[config.mk]
export PLATFORM = sky130hd
export DESIGN_NAME = mmbp_update
export DESIGN_NICKNAME = d
export VERILOG_FILES = /design/src/design/mmbp_pkg.sv /design/src/design/mmbp_update.sv
export SDC_FILE = /design/constraint.sdc
export NUM_CORES = 1
export LEC_CHECK = 0
export BUFFER_PORTS_ARGS = -buffer_cell sky130_fd_sc_hd__buf_2
export CAP_MARGIN = 10
export CORE_AREA = 2 2 39 41
export DETAILED_ROUTE_END_ITERATION = 12
export DIE_AREA = 0 0 41 43
export PLACE_DENSITY_LB_ADDON = 0.1
export SETUP_SLACK_MARGIN = 0.4
export SLEW_MARGIN = 15
export SYNTH_ARGS = -nofsm -noshare
export SYNTH_HDL_FRONTEND = slang
export SYNTH_SLANG_ARGS = --single-unit
export TNS_END_PERCENT = 10
[constraint.sdc]
create_clock -name vclk -period 0.9
set_clock_uncertainty 0.15 [all_clocks]
set_input_delay 0.045 -clock vclk [all_inputs]
set_output_delay 0.045 -clock vclk [all_outputs]
set_load 0.1 [all_outputs]
[src/design/mmbp_pkg.sv]
package mmbp_pkg;

    // predictor selection codes held in the mode register
    typedef enum logic [2:0] {
        MODE_NEVER     = 3'd0,
        MODE_ALWAYS    = 3'd1,
        MODE_LAST      = 3'd2,
        MODE_BIMODAL   = 3'd3,
        MODE_TWO_LEVEL = 3'd4
    } t_mode;

    localparam logic [2:0] MODE_RESET    = MODE_BIMODAL;
    localparam int         REG_ADDR_BITS = 2;
    localparam logic [REG_ADDR_BITS-1:0] REG_MODE_ADDR = 2'd0;

    // 2-bit saturating counter constants
    localparam logic [1:0] CTR_MAX      = 2'd3;
    localparam logic [1:0] CTR_MIN      = 2'd0;
    localparam logic [1:0] CTR_PHT_INIT = 2'd2;

    // pc table word: bimodal counter above the last-direction bit
    localparam int         PC_WORD_BITS = 3;
    localparam logic [PC_WORD_BITS-1:0] PC_WORD_INIT = 3'b000;

    // result of the read-modify-write step
    typedef struct packed {
        logic                    pred;
        logic                    pc_we;
        logic [PC_WORD_BITS-1:0] pc_word;
        logic                    pht_we;
        logic [1:0]              pht_ctr;
        logic                    hist_shift;
    } t_upd;

    function automatic logic [1:0] ctr_next(input logic [1:0] c, input logic taken);
        logic [1:0] r;
        if (taken) begin
            r = (c == CTR_MAX) ? CTR_MAX : c + 2'd1;
        end else begin
            r = (c == CTR_MIN) ? CTR_MIN : c - 2'd1;
        end
        return r;
    endfunction

endpackage

[src/design/mmbp_update.sv]
module mmbp_update (
    input  logic [2:0]                  i_mode,
    input  logic                        i_taken,
    input  logic [mmbp_pkg::PC_WORD_BITS-1:0] i_pc_word,
    input  logic [1:0]                  i_pht_ctr,
    output mmbp_pkg::t_upd              o_upd
);
    import mmbp_pkg::*;

    // prediction from the old entry and its new value
    always_comb begin
        o_upd            = '0;
        o_upd.pc_word    = i_pc_word;
        o_upd.pht_ctr    = i_pht_ctr;
        case (t_mode'(i_mode))
            MODE_NEVER: begin
                o_upd.pred = 1'b0;
            end
            MODE_ALWAYS: begin
                o_upd.pred = 1'b1;
            end
            MODE_LAST: begin
                o_upd.pred       = i_pc_word[0];
                o_upd.pc_we      = 1'b1;
                o_upd.pc_word[0] = i_taken;
            end
            MODE_BIMODAL: begin
                o_upd.pred         = i_pc_word[2];
                o_upd.pc_we        = 1'b1;
                o_upd.pc_word[2:1] = ctr_next(i_pc_word[2:1], i_taken);
            end
            MODE_TWO_LEVEL: begin
                o_upd.pred       = i_pht_ctr[1];
                o_upd.pht_we     = 1'b1;
                o_upd.pht_ctr    = ctr_next(i_pht_ctr, i_taken);
                o_upd.hist_shift = 1'b1;
            end
            default: begin
                o_upd.pred = 1'b0;
            end
        endcase
    end

endmodule
# == After elaboration in Yosys (flattened, before gate mapping) ==
# Cells that the tools add are included.
# op_classes
addsub,4
n_reduce_logical,3
muxes,11
eq_ne,6
# ops
cell,count
2-bit two-way mux,7
"3-bit by 2-bit equality test with 1-bit output, second input constant",2
"2-bit by 1-bit adder with 2-bit output, second input constant",2
"2-bit equality test, second input constant",2
2-bit zero test,2
4-bit two-way mux,1
1-bit case mux with 4 select lines,1
"2-bit by 1-bit subtractor with 2-bit output, second input constant",2
"3-bit by 1-bit equality test with 1-bit output, second input constant",1
"3-bit equality test, second input constant",1
1-bit two-way mux,2
2-bit OR reduction,1
# word_totals
out_inout_bits,9
regBits,0
input_bits,9

# == Depth between registers and ports, before layout ==
# Gate-level depths: netlist of the first run.
# logic_depth
depth_word,4
depth_mapped,3
depth_no_buf,3

# == Least setup slack after synthesis of the first run ==
# OpenSTA, ideal clock, no wires.
# synth_timing
path_type,in2out
start,input i_mode[1]
end,output o_upd[6] (netlist name)
path_buffers,0
cell_stages,3
path_slack_ns,-1.871
arrival_ns,2.576
required_time_ns,0.705
cell_sequence,nor2b_2 > a31oi_1 > a21oi_1
# synth_lines
element,line,source
start: declaration,mmbp_update.sv:2,"input logic [2:0] i_mode,"
end: declaration,mmbp_update.sv:6,output mmbp_pkg::t_upd o_upd

==> results.yml, run 1 <==
outcome:
  status: "finished, violations left"
  violations: "negative setup slack"
finish:
  seqCellArea_sq_um: 0
  fin_area_sq_um: 714
  clockBufferCount: 0
  syn_to_final_growth_pct: 294
  seq_cell_count: 0
  fin_nets: 69
  fin_util: 0.516
  final_layout_size_suffix_gt1_frac: 0.862
  diodes: 0
  nFillCells: 124
  multi_input_area_sq_um: 265
floorplanning:
  core_area_sq_um: 1380
  dieArea_sq_um: 1760
  io_pins: 18
  num_rows: 14
  start_util: 0.131
  die_h_microns: 43
  die_x_microns: 41
critical_path:
  critPathKind: "in -> out"
  endpoint_kind: "output port"
  cp_common_cell: "buf_12"
  required_ps: 700
  path_cells: "buf_12 > buf_6 > and2b_1 > mux2_4 > buf_12"
  critPathTopFamily: "buffers and inverters"
  path_buf_inv: 3
  crit_cells: 5
  crit_arrival_ps: 940
  slowest_stage: "mux2_4"
  cp-startpoint: "i_mode[0]"
  cp_max_fo: 5
  crit_path_max_incr_delay_ps: 310
  startpoint_type: "input pin"
  worstSetupEndpoint: "o_upd[4]"
global_routing:
  grt_max_degree: 6
  grt.total_usage: 0.0979
  grt_pass1_vias: 304
  antenna_found_initial: 0
  grt_pass1_wl_microns: 1280
  grt_overflow: 0
drt:
  wl_met1_microns: 275
  via_per_inst: 4.32
  routed-via-count: 320
  top_layer: "met3"
  wl_met3_microns: 44
  drtPass1Iterations: 2
  dr_wl_met2_microns: 467
  antenna_left: 0
  route.detailed.wl_per_inst_microns: 10.6
  remaining_drc_errors: 0
  drt_iter0_drc: 1
  wirelength_microns: 788
synth:
  synthMostInstantiatedCell: "a21oi_1"
  yosysSeqAreaShare: 0
  syn_avg_cell_area_sq_um: 7.26
  synthTopCellsByArea: "mux2_2 12%, a21oi_1 8.3%, mux2_4 8.3%"
  yosysTopAreaCell: "mux2_2"
  synth_commonest_cells: "3 x a21oi_1, 2 x mux2_2, 2 x nand2_1, 2 x nand3_1, 2 x o21ai_0"
  synth_warnings: 0
  syn-cell-area_sq_um: 181
  synth_top_area_frac: 0.124
  synthesis.nets: 34
  syn_inst: 25
  yosys.cell_types.count: 19
sta:
  worst_slew_pin_slew_ps: 204
  min_period_ps: 1140
  slew_viol_final: 0
  fin_tns_setup_ps: -1370
  fmax_ghz: 0.879
  setup-violations-final: 8
  fin_crit_sh: 1.26
  hold_viol: 0
  slew_headroom: 0.864
  finalWorstSetupSlack_ps: -238
  rsz0062_at_grt: "yes"
power:
  power.leakage_nw: 0.323
  peakVddDrop_uv: 387
  p_per_area_nw_per_um2: 800
  power_w: 0.000572
placement:
  placed_cell_area_sq_um: 514
  place_hpwl_microns: 610
  place_congestion: 0.668
  pre_cts_ws_ps: -355
  io_buffer_count: 18
hold_path:
  hold_class: "in -> out"
job:
  max_cap_violations: 0
[logic make-up after synthesis]
logic type	Yosys count	share of synthesized area
adder cells (fa/ha/maj)	1	0.0621
AO/OA/AOI/OAI	7	0.207
multiplexers	4	0.269
AND/OR/NAND/NOR	11	0.400
buffers and inverters	2	0.0621
[routing by layer]
layer,track usage,vias up
met3,0.0105,0
met5,0,-
met4,0,0
met1,0.114,154
li1,-,158
met2,0.188,8
[worst min path at each step]
stage | startpoint | end | slack, ps | cells past startpoint
2_1_floorplan | i_mode[2] | o_upd[7] | 40 | 1
3_3_place_gp | i_pc_word[0] | o_upd[4] | 340 | 3
3_5_place_dp | i_pc_word[0] | o_upd[4] | 340 | 3
4_1_cts | i_mode[1] | o_upd[8] | 270 | 3
5_1_grt | i_mode[1] | o_upd[8] | 290 | 3
6_report | i_mode[1] | o_upd[8] | 280 | 3
[stage by stage]
stage	hold slack, ps	std cells
2_1_floorplan	43.9	25
3_3_place_gp	338	68
3_5_place_dp	340	68
4_1_cts	275	72
5_1_grt	288	74
6_report	276	74
[placed cells by master (no fill, tap or decap), types with 2 or more instances in the layout]
cell     instances
buf_8            3
mux2_4           4
buf_2            3
buf_12          10
buf_6            8
nand2_1          2
buf_4           10
[area by class of cell]
type / count / share of cell area
inverters: 1 / 0.00525
well taps: 16 / 0.0280
multi-input cells: 23 / 0.371
repair buffers: 34 / 0.595
[timing repair]
item	4_1_cts	5_1_grt
resized for setup	34	5
hold buffers	0	0
setup endpoints to repair	9	9
hold endpoints to repair	0	0
setup buffers	4	2
pin swaps	4	2
[power breakdown]
part | internal (W) | switching [W]
Clock | 0 | 0
Combinational | 0.000257 | 0.000315
Sequential | 0 | 0
Total | 0.000257 | 0.000315
(Power assumes the default switching activity.)
==> run 2, diff against run 1 <==
--- a/config.mk
+++ b/config.mk
@@ -10,6 +10,7 @@
 export CORE_AREA = 2 2 39 41
 export DETAILED_ROUTE_END_ITERATION = 12
 export DIE_AREA = 0 0 41 43
+export GPL_TIMING_DRIVEN = 0
 export PLACE_DENSITY_LB_ADDON = 0.1
 export SETUP_SLACK_MARGIN = 0.4
 export SLEW_MARGIN = 15
==> run 2 against run 1 <==
The run still ends with negative setup slack left. Worst hold slack better by 36 ps. Power shrank 19%. Fmax is 2.7% lower. Worst setup slack got worse by 32 ps. Critical path type unchanged. Largest power group unchanged.
==> results.yml, run 2 (synthesis results as in run 1) <==
outcome:
  status: "finished, violations left"
  violations: "negative setup slack"
drt:
  remaining_drc_errors: 0
  via_per_inst: 4.26
  drtPass1Iterations: 1
  drt_iter0_drc: 0
  wirelength_microns: 654
  antenna_left: 0
  routed-via-count: 264
  route.detailed.wl_per_inst_microns: 10.5
floorplanning:
  start_util: 0.131
  die_x_microns: 41
  core_area_sq_um: 1380
  num_rows: 14
  dieArea_sq_um: 1760
  die_h_microns: 43
  io_pins: 18
critical_path:
  crit_arrival_ps: 970
  cp_max_fo: 5
  endpoint_kind: "output port"
  cp-startpoint: "i_mode[1]"
  worstSetupEndpoint: "o_upd[1]"
  critPathKind: "in -> out"
  startpoint_type: "input pin"
  required_ps: 700
global_routing:
  grt_pass1_vias: 271
  grt_pass1_wl_microns: 1150
  antenna_found_initial: 0
  met1_usage: 0.104
  grt.total_usage: 0.0889
  grt_overflow: 0
  use_met2: 0.172
  use_met3: 0.00524
  top_usage_layer: "met2"
  grt_max_degree: 9
sta:
  hold_viol: 0
  worst_slew_pin_slew_ps: 485
  finalWorstSetupSlack_ps: -270
  slew_viol_final: 0
  min_period_ps: 1170
  fin_crit_sh: 1.30
  slew_headroom: 0.679
  setup-violations-final: 8
  fmax_ghz: 0.855
  rsz0062_at_grt: "yes"
finish:
  mostFrequentLayoutCell: "buf_2"
  diodes: 0
  final_cell_mix: "7 x buf_2, 6 x buf_12, 3 x buf_8, 3 x buf_4"
  fin_util: 0.367
  fin_nets: 57
  seq_cell_count: 0
  syn_to_final_growth_pct: 180
  clockBufferCount: 0
  multi_input_area_sq_um: 231
  nFillCells: 151
  final_layout_size_suffix_gt1_frac: 0.761
  seqCellArea_sq_um: 0
  fin_area_sq_um: 508
placement:
  pre_cts_ws_ps: -448
  place_congestion: 0.630
  io_buffer_count: 18
  placed_cell_area_sq_um: 342
hold_path:
  min_from: "i_mode[2]"
  hold_class: "in -> out"
power:
  p_per_area_nw_per_um2: 911
  power.leakage_nw: 0.228
  peakVddDrop_uv: 388
job:
  max_cap_violations: 0
run 2: cell count changes in the layout (fill, tap and decap cells not counted), sizes merged:
cell	delta
buf	-13
clkbuf	+1
run 2: layout make-up:
class | count | share of cell area
multi-input combinational | 23 | 0.456
timing repair buffer | 21 | 0.475
buffer | 1 | 0.0222
inverter | 1 | 0.00739
tap | 16 | 0.0394
run 2: where the power goes:
part	internal [W]	total [W]	switching, W
Sequential	0	0	0
Clock	0	0	0
Combinational	0.000175	0.000463	0.000288
run 2: worst min path at each step:
| stage | end | slack [ps] | depth (start not counted) |
|---|---|---|---|
| 6_report | o_upd[8] | 310 | 3 |
| 5_1_grt | o_upd[8] | 330 | 3 |
| 4_1_cts | o_upd[8] | 310 | 3 |
| 3_5_place_dp | o_upd[7] | 430 | 3 |
| 3_3_place_gp | o_upd[7] | 430 | 3 |
| 2_1_floorplan | o_upd[7] | 40 | 1 |
run 2: repair_timing:
item | CTS | global route
setup endpoints to repair | 9 | 9
gates resized for setup | 37 | 3
hold buffers | 0 | 0
pin swaps | 4 | 0
buffers inserted | 3 | 0
run 2: routing by layer:
| layer | share of wire | up-vias |
|---|---|---|
| li1 | - | 136 |
| met1 | 0.38 | 120 |
| met2 | 0.57 | 8 |
| met3 | 0.046 | 0 |
| met4 | 0 | 0 |
| met5 | 0 | - |
run 2: through the flow:
stage	hold slack [ps]	setup TNS [ps]	cells	total power, W
6_report	313	-1650	62	0.000463
5_1_grt	330	-1990	62	0.000482
4_1_cts	307	-1640	62	0.000458
3_5_place_dp	433	-3200	59	0.000352
3_3_place_gp	434	-3100	59	0.000349
2_1_floorplan	43.9	-4440	25	0.000282
run 2: worst max-delay path, cell delays in order:
cell and delay [ps]:
buf_8 100, nor3b_4 310, mux2_4 350, buf_12 170
